[src/design/lmse_pkg.sv]
`timescale 1ns / 1ps
// ============================================================================
// lmse_pkg
// Shared types and constants for the link master/slave election block.
// ============================================================================
package lmse_pkg;

    localparam int unsigned CODE_W          = 16;
    localparam int unsigned IN_DATA_W       = 64;
    localparam int unsigned OUT_DATA_W      = 24;
    localparam int unsigned APB_ADDR_W      = 4;
    localparam int unsigned APB_DATA_W      = 32;
    localparam int unsigned QUEUE_DEPTH_DEF = 2;

    // Register indexes, one 32-bit word each at byte address 4*index.
    typedef enum logic [1:0] {
        REG_THREE_END   = 2'd0,
        REG_REDUNDANT   = 2'd1,
        REG_SELF_LOOP   = 2'd2,
        REG_LOCAL_RELAY = 2'd3
    } t_reg_idx;

    localparam logic [1:0] LOCAL_RELAY_RST = 2'b11;

    typedef struct packed {
        logic       three_end;
        logic       redundant;
        logic [1:0] self_loop;
        logic [1:0] local_relay;
    } t_cfg;

    // Classified tick as it travels from the front end to the election unit.
    typedef struct packed {
        logic              three_end;
        logic              redundant;
        logic [1:0]        v12;
        logic              v3;
        logic              peer1_master;
        logic [CODE_W-1:0] peer1_code;
        logic              peer2_master;
        logic [CODE_W-1:0] peer2_code;
        logic [CODE_W-1:0] fresh_random;
    } t_item;

    // Queue head as seen by the election unit.
    typedef struct packed {
        logic  valid;
        t_item item;
    } t_head;

endpackage

[src/design/lmse_front.sv]
`timescale 1ns / 1ps
// ============================================================================
// lmse_front
// Unpacks a tick and derives channel validity and the third-leg flag.
// ============================================================================
module lmse_front (
    input  lmse_pkg::t_cfg                    i_cfg,
    input  logic [lmse_pkg::IN_DATA_W-1:0]    i_tdata,
    output lmse_pkg::t_item                   o_item
);
    import lmse_pkg::*;

    logic [1:0] w_lrx;
    logic [1:0] w_prx;
    logic [1:0] w_prl;
    logic [1:0] w_tls;
    logic [1:0] w_v12_link;
    logic [1:0] w_v12_relay;

    assign w_lrx = i_tdata[1:0];
    assign w_prx = i_tdata[3:2];
    assign w_prl = i_tdata[5:4];
    assign w_tls = i_tdata[7:6];

    // A channel needs stable receive on both ends and must not be looped back.
    assign w_v12_link  = w_lrx & w_prx & ~i_cfg.self_loop;
    // In three-terminal operation at least one end must also have protection on.
    assign w_v12_relay = w_v12_link & (i_cfg.local_relay | w_prl);

    always_comb begin
        o_item.three_end    = i_cfg.three_end;
        o_item.redundant    = i_cfg.redundant;
        o_item.v12          = i_cfg.three_end ? w_v12_relay : w_v12_link;
        o_item.v3           = (w_v12_relay != 2'b00) && ((w_v12_relay & ~w_tls) == 2'b00);
        o_item.peer1_master = i_tdata[8];
        o_item.peer1_code   = i_tdata[24:9];
        o_item.peer2_master = i_tdata[25];
        o_item.peer2_code   = i_tdata[41:26];
        o_item.fresh_random = i_tdata[57:42];
    end

endmodule

[src/design/lmse_fifo.sv]
`timescale 1ns / 1ps
// ============================================================================
// lmse_fifo
// Short register queue between the front end and the election unit.
// ============================================================================
module lmse_fifo #(
    parameter int unsigned DEPTH = lmse_pkg::QUEUE_DEPTH_DEF
) (
    input  logic            i_clk,
    input  logic            i_rst_n,
    input  logic            i_push,
    input  lmse_pkg::t_item i_push_item,
    output logic            o_full,
    input  logic            i_pop,
    output lmse_pkg::t_head o_head
);
    import lmse_pkg::*;

    localparam int unsigned PTR_W = (DEPTH > 1) ? $clog2(DEPTH) : 1;
    localparam int unsigned CNT_W = $clog2(DEPTH + 1);
    localparam logic [PTR_W-1:0] LAST_PTR = PTR_W'(DEPTH - 1);
    localparam logic [CNT_W-1:0] FULL_CNT = CNT_W'(DEPTH);

    t_item            r_mem [DEPTH];
    logic [PTR_W-1:0] r_wptr;
    logic [PTR_W-1:0] r_rptr;
    logic [CNT_W-1:0] r_count;
    logic             w_push;
    logic             w_pop;

    assign o_full       = (r_count == FULL_CNT);
    assign w_push       = i_push && !o_full;
    assign w_pop        = i_pop && (r_count != '0);
    assign o_head.valid = (r_count != '0);
    assign o_head.item  = r_mem[r_rptr];

    always_ff @(posedge i_clk) begin
        if (!i_rst_n) begin
            r_wptr  <= '0;
            r_rptr  <= '0;
            r_count <= '0;
        end else begin
            if (w_push) begin
                r_wptr <= (r_wptr == LAST_PTR) ? '0 : r_wptr + 1'b1;
            end
            if (w_pop) begin
                r_rptr <= (r_rptr == LAST_PTR) ? '0 : r_rptr + 1'b1;
            end
            if (w_push && !w_pop) begin
                r_count <= r_count + 1'b1;
            end else if (w_pop && !w_push) begin
                r_count <= r_count - 1'b1;
            end
        end
    end

    always_ff @(posedge i_clk) begin
        if (w_push) begin
            r_mem[r_wptr] <= i_push_item;
        end
    end

endmodule

[src/design/lmse_back.sv]
`timescale 1ns / 1ps
// ============================================================================
// lmse_back
// Election unit: applies the master/slave rules and holds the result register.
// ============================================================================
module lmse_back (
    input  logic                             i_clk,
    input  logic                             i_rst_n,
    input  lmse_pkg::t_head                  i_head,
    output logic                             o_pop,
    output logic                             m_tvalid,
    input  logic                             m_tready,
    output logic [lmse_pkg::OUT_DATA_W-1:0]  m_tdata
);
    import lmse_pkg::*;

    logic              r_master;
    logic [CODE_W-1:0] r_code;
    logic [2:0]        r_vmask;
    logic              r_renew;
    logic              r_out_valid;

    logic              n_master;
    logic [CODE_W-1:0] n_code;
    logic [2:0]        n_vmask;
    logic              n_renew;

    logic              w_gt1, w_eq1, w_lt1;
    logic              w_gt2, w_eq2, w_lt2;
    logic              w_pm;
    logic              w_gt, w_eq, w_lt;
    logic              w_use1;
    logic              w_use2;
    logic [1:0]        w_cnt;
    t_item             w_it;

    assign w_it  = i_head.item;
    assign o_pop = i_head.valid && (!r_out_valid || m_tready);

    assign w_gt1 = r_code > w_it.peer1_code;
    assign w_eq1 = r_code == w_it.peer1_code;
    assign w_lt1 = !w_gt1 && !w_eq1;
    assign w_gt2 = r_code > w_it.peer2_code;
    assign w_eq2 = r_code == w_it.peer2_code;
    assign w_lt2 = !w_gt2 && !w_eq2;

    // Peer choice for the single-peer rules: channel 1 wins when valid.
    assign w_use1 = w_it.v12[0];
    assign w_use2 = !w_it.v12[0] && w_it.v12[1];
    assign w_pm   = w_use1 ? w_it.peer1_master : w_it.peer2_master;
    assign w_gt   = w_use1 ? w_gt1 : w_gt2;
    assign w_eq   = w_use1 ? w_eq1 : w_eq2;
    assign w_lt   = w_use1 ? w_lt1 : w_lt2;

    assign w_cnt = 2'(r_master) + 2'(w_it.peer1_master) + 2'(w_it.peer2_master);

    always_comb begin
        n_master = r_master;
        n_code   = r_code;
        n_renew  = 1'b0;
        if (!w_it.three_end) begin
            n_vmask = {r_vmask[2], w_it.v12};
            if (w_use1 || (w_it.redundant && w_use2)) begin
                if (r_master && w_pm) begin
                    n_master = 1'b0;
                end else if (!r_master && !w_pm) begin
                    if (w_gt) begin
                        n_master = 1'b1;
                    end else if (w_eq) begin
                        n_code  = w_it.fresh_random;
                        n_renew = 1'b1;
                    end
                end
            end else begin
                n_master = 1'b0;
            end
        end else begin
            n_vmask = {w_it.v3, w_it.v12};
            unique case (n_vmask)
                3'b111: begin
                    if (w_cnt == 2'd0) begin
                        if (w_gt1 && w_gt2) begin
                            n_master = 1'b1;
                        end else if (w_eq1 || w_eq2) begin
                            n_code  = w_it.fresh_random;
                            n_renew = 1'b1;
                        end
                    end else if (w_cnt != 2'd1 && r_master && !(w_gt1 && w_gt2)) begin
                        n_master = 1'b0;
                        if (w_eq1 || w_eq2) begin
                            n_code  = w_it.fresh_random;
                            n_renew = 1'b1;
                        end
                    end
                end
                3'b011: begin
                    n_master = 1'b1;
                end
                3'b001, 3'b010: begin
                    if (!r_master && !w_pm) begin
                        if (w_gt) begin
                            n_master = 1'b1;
                        end else if (w_eq) begin
                            n_code  = w_it.fresh_random;
                            n_renew = 1'b1;
                        end
                    end else if (r_master && w_pm) begin
                        if (w_lt) begin
                            n_master = 1'b0;
                        end else if (w_eq) begin
                            n_code  = w_it.fresh_random;
                            n_renew = 1'b1;
                        end
                    end
                end
                default: begin
                    n_master = 1'b0;
                end
            endcase
        end
    end

    // The election state doubles as the result register: it only changes when
    // a tick is popped, which is also when a new result is loaded.
    always_ff @(posedge i_clk) begin
        if (!i_rst_n) begin
            r_master    <= 1'b0;
            r_code      <= '0;
            r_vmask     <= '0;
            r_renew     <= 1'b0;
            r_out_valid <= 1'b0;
        end else begin
            if (o_pop) begin
                r_master    <= n_master;
                r_code      <= n_code;
                r_vmask     <= n_vmask;
                r_renew     <= n_renew;
                r_out_valid <= 1'b1;
            end else if (m_tready) begin
                r_out_valid <= 1'b0;
            end
        end
    end

    assign m_tvalid = r_out_valid;
    assign m_tdata  = {3'b000, r_renew, r_vmask, r_code, r_master};

`ifndef ASSERT_OFF
    a_code_only_on_renew: assert property (@(posedge i_clk) disable iff (!i_rst_n)
        ($past(i_rst_n) && !$stable(r_code)) |-> r_renew)
        else $error("local code changed without a renewal");

    a_two_end_keeps_leg: assert property (@(posedge i_clk) disable iff (!i_rst_n)
        (o_pop && !w_it.three_end) |=> (r_vmask[2] == $past(r_vmask[2])))
        else $error("third-leg bit changed in two-terminal mode");

    a_two_valid_is_master: assert property (@(posedge i_clk) disable iff (!i_rst_n)
        (o_pop && w_it.three_end && w_it.v12 == 2'b11 && !w_it.v3) |=> r_master)
        else $error("node not master with both channels valid and third leg down");

    a_no_overwrite: assert property (@(posedge i_clk) disable iff (!i_rst_n)
        (r_out_valid && !m_tready) |=> ($stable(r_code) && $stable(r_master)))
        else $error("pending result overwritten");
`endif

endmodule

[src/design/link_master_slave_election.sv]
`timescale 1ns / 1ps
// Path: a taken tick is written into the queue, then popped into the result register,
// from which its result transfer completes once the receiver is ready.
// Throughput: one tick per clock cycle while the receiver keeps taking results.
// A two-entry queue splits the input side from the result register, so ticks keep
// flowing while one result waits and the queue has room.
// Reset (synchronous, active low): slave, code zero, all channels invalid, queue empty.
// ============================================================================
// link_master_slave_election
// Master/slave election for a two- or three-terminal differential link.
// ============================================================================
module link_master_slave_election #(
    parameter int unsigned QUEUE_DEPTH = lmse_pkg::QUEUE_DEPTH_DEF
) (
    input  logic                              i_clk,
    input  logic                              i_rst_n,
    // Ticks in. s_tdata from bit 0: local_rx_stable[1:0], peer_rx_stable[1:0],
    // peer_relay_on[1:0], third_leg_seen[1:0], peer1_master, peer1_code[15:0],
    // peer2_master, peer2_code[15:0], fresh_random[15:0], six zero bits.
    input  logic                              s_tvalid,
    output logic                              s_tready,
    input  logic [lmse_pkg::IN_DATA_W-1:0]    s_tdata,
    // Results out. m_tdata from bit 0: is_master, own_code[15:0],
    // valid_mask[2:0], code_renewed, three zero bits.
    output logic                              m_tvalid,
    input  logic                              m_tready,
    output logic [lmse_pkg::OUT_DATA_W-1:0]   m_tdata,
    // Register port.
    input  logic                              psel,
    input  logic                              penable,
    input  logic                              pwrite,
    input  logic [lmse_pkg::APB_ADDR_W-1:0]   paddr,
    input  logic [lmse_pkg::APB_DATA_W-1:0]   pwdata,
    output logic [lmse_pkg::APB_DATA_W-1:0]   prdata,
    output logic                              pready
);
    import lmse_pkg::*;

    t_cfg     r_cfg;
    t_reg_idx w_reg;
    logic     w_wr;
    t_item    w_item;
    logic     w_full;
    logic     w_pop;
    t_head    w_head;

    // Registers are written in the access phase; the port never inserts waits.
    assign pready = 1'b1;
    assign w_reg  = t_reg_idx'(paddr[3:2]);
    assign w_wr   = psel && penable && pwrite && pready;

    always_ff @(posedge i_clk) begin
        if (!i_rst_n) begin
            r_cfg.three_end   <= 1'b0;
            r_cfg.redundant   <= 1'b0;
            r_cfg.self_loop   <= 2'b00;
            r_cfg.local_relay <= LOCAL_RELAY_RST;
        end else if (w_wr) begin
            unique case (w_reg)
                REG_THREE_END:   r_cfg.three_end   <= pwdata[0];
                REG_REDUNDANT:   r_cfg.redundant   <= pwdata[0];
                REG_SELF_LOOP:   r_cfg.self_loop   <= pwdata[1:0];
                REG_LOCAL_RELAY: r_cfg.local_relay <= pwdata[1:0];
                default: ;
            endcase
        end
    end

    always_comb begin
        prdata = '0;
        unique case (w_reg)
            REG_THREE_END:   prdata[0]   = r_cfg.three_end;
            REG_REDUNDANT:   prdata[0]   = r_cfg.redundant;
            REG_SELF_LOOP:   prdata[1:0] = r_cfg.self_loop;
            REG_LOCAL_RELAY: prdata[1:0] = r_cfg.local_relay;
            default: ;
        endcase
    end

    // The front end classifies each tick as it is taken; the queue accepts a
    // transfer whenever it has a free entry.
    lmse_front u_front (
        .i_cfg   (r_cfg),
        .i_tdata (s_tdata),
        .o_item  (w_item)
    );

    assign s_tready = !w_full;

    lmse_fifo #(
        .DEPTH (QUEUE_DEPTH)
    ) u_fifo (
        .i_clk       (i_clk),
        .i_rst_n     (i_rst_n),
        .i_push      (s_tvalid),
        .i_push_item (w_item),
        .o_full      (w_full),
        .i_pop       (w_pop),
        .o_head      (w_head)
    );

    // The election unit takes the queue head whenever its result register is
    // free or being emptied in the same cycle.
    lmse_back u_back (
        .i_clk    (i_clk),
        .i_rst_n  (i_rst_n),
        .i_head   (w_head),
        .o_pop    (w_pop),
        .m_tvalid (m_tvalid),
        .m_tready (m_tready),
        .m_tdata  (m_tdata)
    );

endmodule

[config.mk]
export PLATFORM = sky130hd
export DESIGN_NAME = link_master_slave_election
export DESIGN_NICKNAME = d
export VERILOG_FILES = /design/src/design/lmse_pkg.sv /design/src/design/lmse_front.sv /design/src/design/lmse_fifo.sv /design/src/design/lmse_back.sv /design/src/design/link_master_slave_election.sv
export SDC_FILE = /design/constraint.sdc
export NUM_CORES = 1
export LEC_CHECK = 0
export ABC_AREA = 1
export BUFFER_PORTS_ARGS = -buffer_cell sky130_fd_sc_hd__buf_4
export CORE_MARGIN = 4
export CORE_UTILIZATION = 45
export DETAILED_ROUTE_END_ITERATION = 10
export MAX_ROUTING_LAYER = met4
export PLACE_DENSITY = 0.72
export SLEW_MARGIN = 20
export SYNTH_ARGS = -nofsm -noshare
export SYNTH_HDL_FRONTEND = slang
export SYNTH_SLANG_ARGS = --single-unit
[constraint.sdc]
create_clock -name i_clk -period 4.42 [get_ports i_clk]
set_input_delay 0 -clock i_clk [delete_from_list [all_inputs] [get_ports i_clk]]
set_output_delay 0 -clock i_clk [all_outputs]
set_load 0.01 [all_outputs]
==> impl_metrics.ini, run 1 <==
[outcome]
status = finished, final reports clean

[cts]
post-cts-setup-buffers = 0
h-tree-depth = 4
clockRootBuffer = clkbuf_16
clk_latency_ps = 420
cts.reportedPaths.clkPinSlew_ps = 60
cts-buffers-inserted = 17
cts_resized = 0
cts_sinks = 143
cts_buffer_depth = 2
hold_buffers = 66
cts_tree = done

[yosys]
ys_ff_latch = 143
synth_area_leaders = edfxtp_1 (45%), nand2_1 (11%), dfxtp_1 (9.0%)
synthArstFlopShare = 0
synth_top_area_share = 0.451
netlist_area_sq_um = 7320
synth_top_cells_by_count = nand2_1 (211), edfxtp_1 (110), inv_1 (75), nor2_1 (74), mux2i_1 (47)
syn_avg_cell_area_sq_um = 9.52
ys_seq_area_frac = 0.542
synth.most_common_cell = nand2_1
synth-main-ff-cell = edfxtp_1
syn-instance-count = 769
synth_edf_count = 110
yosys.area.top_type = edfxtp_1
synth.distinct_cells = 36
yosysWarnings = 0

[final_layout]
layout-drive-gt1-share = 0.155
diodes = 0
area_delta_synth_final_pct = 28.6
n_fill_cell = 1319
final_util = 0.592
multi_input_area_sq_um = 2800
layout.nets = 1073
regArea_sq_um = 3970

[power]
ir_drop_mv = 0.327
power.leakage_nw = 4.24
p_per_area_nw_per_um2 = 631
finalPower_mw = 5.93

[route]
wl_per_cell_um = 13.9
first_pass_iters = 5
initialDrtViolationCount = 379
num_vias = 5548
route.detailed.drc = 0
routed_via_density = 4.79
drt_wl_total_um = 16200
ant_nets = 0

[floorplan]
die_area_sq_um = 18400
rows = 46
ios = 166
die_x_um = 136
start_util = 0.461
fp.coreArea_sq_um = 15900
die_h_um = 136

[grt]
grt_max_degree = 57
grt_pass1_wl_um = 25900
grt_util_all_layers = 0.188
first_global_vias = 5429
antenna_found_initial = 0
overflow = 0

[job]
maxCapViolCount = 0

[timing]
tightest_slew_ps = 851
slew_viol_final = 0
finClkSkew_ps = 10.4
finalCritPeriodShare = 0.699
relSlewSlack = 0.433
setup_viol = 0
final.min_clock_period_ps = 3090
setup-tns-final_ps = 0
fmax_ghz = 0.324
rsz0062_at_grt = no
timing_hold_violations_final = 0

[setup_path]
r2r-end = u_back.r_code[15]$_SDFFE_PN0P_
crit_fanout = 32
crit_path_start_kind = flip-flop
crit_type = flip-flop to flip-flop
ff2ff_path_depth = 14
critPathCaptureType = flip-flop
crit_required_ps = 4730
worstSetupEndpoint = u_back.r_code[15]$_SDFFE_PN0P_
reg2reg_setup_slack_ps = 1330
crit_arrival_ps = 3400

[placed_design]
dp_hpwl_um = 10700
io_buffers = 93
gp_congestion = 0.849

[min_path]
min_from = s_tdata[0]
hp-class = input pin to flip-flop
-- cell families after synthesis --
group | after synthesis | share of synthesized area
other cells | 2 | 0.00103
compound gates | 79 | 0.0600
fa+ha+maj | 36 | 0.0626
mux | 47 | 0.0643
xor+xnor | 1 | 0.00120
flops | 143 | 0.542
buf+inv | 137 | 0.0937
simple gates | 324 | 0.176
-- flip-flops by register name, summed over array words and instances (netlist names), named ones only --
name             cells
u_fifo.r_wptr        1
u_back.m_tvalid      1
u_back.r_renew       1
u_back.r_code       16
u_fifo.r_mem       110
u_back.r_vmask       3
r_cfg                6
u_fifo.r_count       2
u_fifo.r_rptr        1
u_back.r_master      1
-- critical path: stages (launching register included) --
cell and delay, ps:
dfxtp_2 320, buf_4 400, mux2i_1 160, ha_1 310, nand2_1 70, nor2_1 180, nand2_1 140, nor2_1 230
nor2_1 120, nand3_1 130, nand3_1 110, a21oi_2 140, nand2_2 340, nor2_1 220, nor2_1 70
-- layout make-up --
cell class	instances	share of cell area
Clock buffer	26	0.0600
Sequential cell	143	0.421
Tap cell	216	0.0287
Timing Repair Buffer	167	0.151
Inverter	80	0.0319
Multi-Input combinational cell	521	0.298
Clock inverter	6	0.00918
-- where the power goes --
part / internal (mW) / leakage [nW] / switching [mW]
clock network: 0.997 / 0.317 / 0.526
logic: 0.938 / 2.63 / 1.52
registers: 1.74 / 1.30 / 0.215
-- metal layers --
metal | vias up | routed length (um) | track usage
li1 | 2803 | - | -
met1 | 2548 | 6980 | 0.227
met2 | 173 | 7950 | 0.309
met3 | 24 | 899 | 0.0342
met4 | 0 | 343 | 0.0806
met5 | - | 0 | -
-- per-stage QoR --
step	worst slack, ps	cell area [sq um]	instances	hold WS [ps]
2_1_floorplan	1010	7440	801	98.9
6_report	1330	9410	1159	22.4
4_1_cts	1320	9410	1159	0.211
5_1_grt	1020	9410	1159	12.2
3_5_place_dp	1340	8100	1061	187
3_3_place_gp	1360	8100	1061	185
-- layout by cell type (no fill, tap or decap), types with 4 or more instances in the layout --
| cell | n |
|---|---|
| inv_2 | 4 |
| buf_4 | 101 |
| edfxtp_1 | 110 |
| nand2_1 | 211 |
| inv_1 | 75 |
| mux2i_1 | 47 |
| dlygate4sd3_1 | 66 |
| o21ai_0 | 20 |
| o21ai_1 | 11 |
| clkbuf_16 | 21 |
| nor2_1 | 72 |
| ha_1 | 35 |
| nand3_1 | 28 |
| conb_1 | 34 |
| dfxtp_1 | 32 |
| a21oi_1 | 30 |
-- worst min path at each step --
stage / to / slack [ps] / depth (start not counted)
after floorplan: u_fifo.r_mem[0][0]$_DFFE_PP_ / 100 / 0
final: u_fifo.r_mem[0][51]$_DFFE_PP_ / 20 / 3
after CTS: u_fifo.r_mem[1][51]$_DFFE_PP_ / 0.2 / 3
after global routing: u_fifo.r_mem[0][51]$_DFFE_PP_ / 10 / 3
after detailed placement: u_fifo.r_mem[1][18]$_DFFE_PP_ / 190 / 1
after global placement: u_fifo.r_mem[1][39]$_DFFE_PP_ / 180 / 1
No activity file was read; power rests on OpenSTA's default activity.
==> run 2, diff against run 1 <==
- ABC_AREA: 1 -> 0
- PLACE_DENSITY: 0.72 -> 0.76
- clock period: 4.42 -> 2.8 ns (I/O delays scaled with it)
==> impl_metrics.ini, run 2 <==
[final_layout]
layout-drive-gt1-share = 0.327
area_delta_synth_final_pct = 39.5
final_cell_mix = buf_4 (123), edfxtp_1 (110), dlygate4sd3_1 (58), ha_1 (34), conb_1 (34)
regMostFlops = u_fifo.r_mem
largest_reg_flops = 110
reg.largest.list = u_fifo.r_mem x110, u_back.r_code x16, r_cfg x6
final_util = 0.653
final_common_cell = buf_4
layout.nets = 839
n_fill_cell = 971
diodes = 0

[setup_path]
crit_type = flip-flop to flip-flop
crit_arrival_ps = 3360
crit_fanout = 7
crit_required_ps = 3110
crit_path_start_kind = flip-flop
critPathCaptureType = flip-flop

[grt]
grt_pass1_wl_um = 23100
overflow = 0
first_global_vias = 4600
antenna_found_initial = 0
grt_util_all_layers = 0.185
grt_max_degree = 56

[yosys]
yosys.area.top_type = edfxtp_1
synth_top_family_by_area = multiplexers
synth_area_leaders = edfxtp_1 (50%), dfxtp_1 (10%), ha_1 (6.6%)
syn-instance-count = 501
synth-main-ff-cell = edfxtp_1
synthMuxAreaShare = 0.106
yosys.area_share.simple = 0.0755
synth_edf_count = 110
synth_top_area_share = 0.501
ys_seq_area_frac = 0.601
synthXorXnorAreaFrac = 0.00664
synth_compound_area_frac = 0.0797
syn_avg_cell_area_sq_um = 13.2
yosysWarnings = 0
netlist_area_sq_um = 6600
synth.most_common_cell = edfxtp_1
synth_fa_ha_area_frac = 0.0694
synth_top_cells_by_count = edfxtp_1 (110), mux2i_1 (39), buf_4 (36), a21oi_1 (35), ha_1 (35)
ys_ff_latch = 143
synthArstFlopShare = 0
synth.distinct_cells = 53

[power]
ir_drop_mv = 0.546
p_int_mw = 5.77
clkPwrFrac = 0.299
p_seq_frac = 0.342
p_per_area_nw_per_um2 = 905
pwr-share-comb = 0.359
power.leakage_nw = 3.64
p_sw_mw = 2.56
switching_share = 0.307

[cts]
cts_sinks = 143
h-tree-depth = 4
cts_buffer_depth = 2
clockRootBuffer = clkbuf_16
cts.reportedPaths.clkPinSlew_ps = 60
cts-buffers-inserted = 17
clk_latency_ps = 420
cts_tree = done

[floorplan]
die_x_um = 129
ios = 166
rows = 43
die_h_um = 129
die_area_sq_um = 16700
start_util = 0.468
fp.coreArea_sq_um = 14100

[outcome]
violations = setup timing
status = finished, violations left

[timing]
tightest_slew_ps = 1050
final.min_clock_period_ps = 3050
setup-tns-final_ps = -3130
finClkSkew_ps = 6.76
finalCritPeriodShare = 1.09
setup_viol = 18
fin_ws_ps = -251
fin_hold_ws_ps = 32.3
relSlewSlack = 0.296
timing_hold_violations_final = 0
slew_viol_final = 0
fmax_ghz = 0.328
rsz0062_at_grt = yes

[route]
ant_nets = 0
num_vias = 4809
drt_wl_total_um = 16100
route.detailed.drc = 0
dr_wl_met2_um = 8210
wl_met1_um = 6380
routed_via_density = 5.41
topRoutingLayerUsed = met4
route.met3.wl_um = 1100
first_pass_iters = 4
wl_per_cell_um = 18.1
initialDrtViolationCount = 319

[placed_design]
dp_hpwl_um = 10100
gp_congestion = 0.914
io_buffers = 93
place_ws_ps = -145

[job]
maxCapViolCount = 0

[min_path]
hp-class = input pin to flip-flop
-- run 2: layout make-up --
cell class,count,area [sq um],area share
Clock buffer,19,433,0.0470
Clock inverter,13,218,0.0237
Inverter,11,41.3,0.00449
Multi-Input combinational cell,326,2570,0.279
Sequential cell,143,3970,0.431
Tap cell,180,225,0.0245
Timing Repair Buffer,197,1750,0.191
-- run 2: cell families after synthesis --
logic type | count (synthesis)
AND/OR/NAND/NOR | 101
buffers and inverters | 64
XOR/XNOR | 5
flip-flops | 143
AO/OA/AOI/OAI | 86
adder cells (fa/ha/maj) | 36
multiplexers | 64
other | 2
-- run 2: metal layers --
| metal | global-route usage | vias to the layer above |
|---|---|---|
| met5 | - | - |
| li1 | - | 2227 |
| met1 | 0.226 | 2296 |
| met3 | 0.0404 | 42 |
| met2 | 0.302 | 244 |
| met4 | 0.0741 | 0 |
-- run 2: what timing repair did --
action                                  4_1_cts  5_1_grt
pin swaps                                     9       24
endpoints found under the setup margin       18       18
gates cloned                                  0        2
endpoints found under the hold margin       108        0
resized for setup                             7       57
buffers inserted                             11       13
hold buffers                                 58        0
-- run 2: power by group through the flow --
stage               logic, mW  clock network, mW  registers, mW
finish                   2.99               2.49           2.85
global route             3.21               2.61           2.87
CTS                      2.50               2.51           2.84
detailed placement       2.29                  0           2.87
global placement         2.19                  0           2.86
floorplan                1.65                  0           2.85
-- run 2: critical path: stages (launching register included) --
cell and delay, ps:
dfxtp_4 390, buf_6 130, clkbuf_16 150, buf_6 110, mux2i_1 110, ha_1 320, nor2b_4 180, o211ai_1 120
a2111o_1 410, and2_4 190, buf_4 130, a221o_1 350, a41o_1 220, o311a_1 120
-- run 2: path summary, 6_finish.rpt --
| check | from | endpoint | slack [ps] | cells past startpoint |
|---|---|---|---|---|
| worst max-delay path | flip-flop | u_back.r_master$_SDFFE_PN0P_ | -250 | 13 |
| worst min-delay path | s_tdata[4] | u_fifo.r_mem[0][51]$_DFFE_PP_ | 30 | 3 |
| worst max register to register | flip-flop | u_back.r_master$_SDFFE_PN0P_ | -250 | 13 |
| worst min register to register | r_cfg[3]$_SDFFE_PN0P_ | r_cfg[3]$_SDFFE_PN0P_ | 490 | 2 |
-- run 2: per-stage QoR --
step	cells	area, sq um	total power, mW
floorplan	533	6800	4.49
global placement	773	7510	5.04
detailed placement	773	7510	5.16
CTS	874	8850	7.84
global route	889	9210	8.69
finish	889	9210	8.33
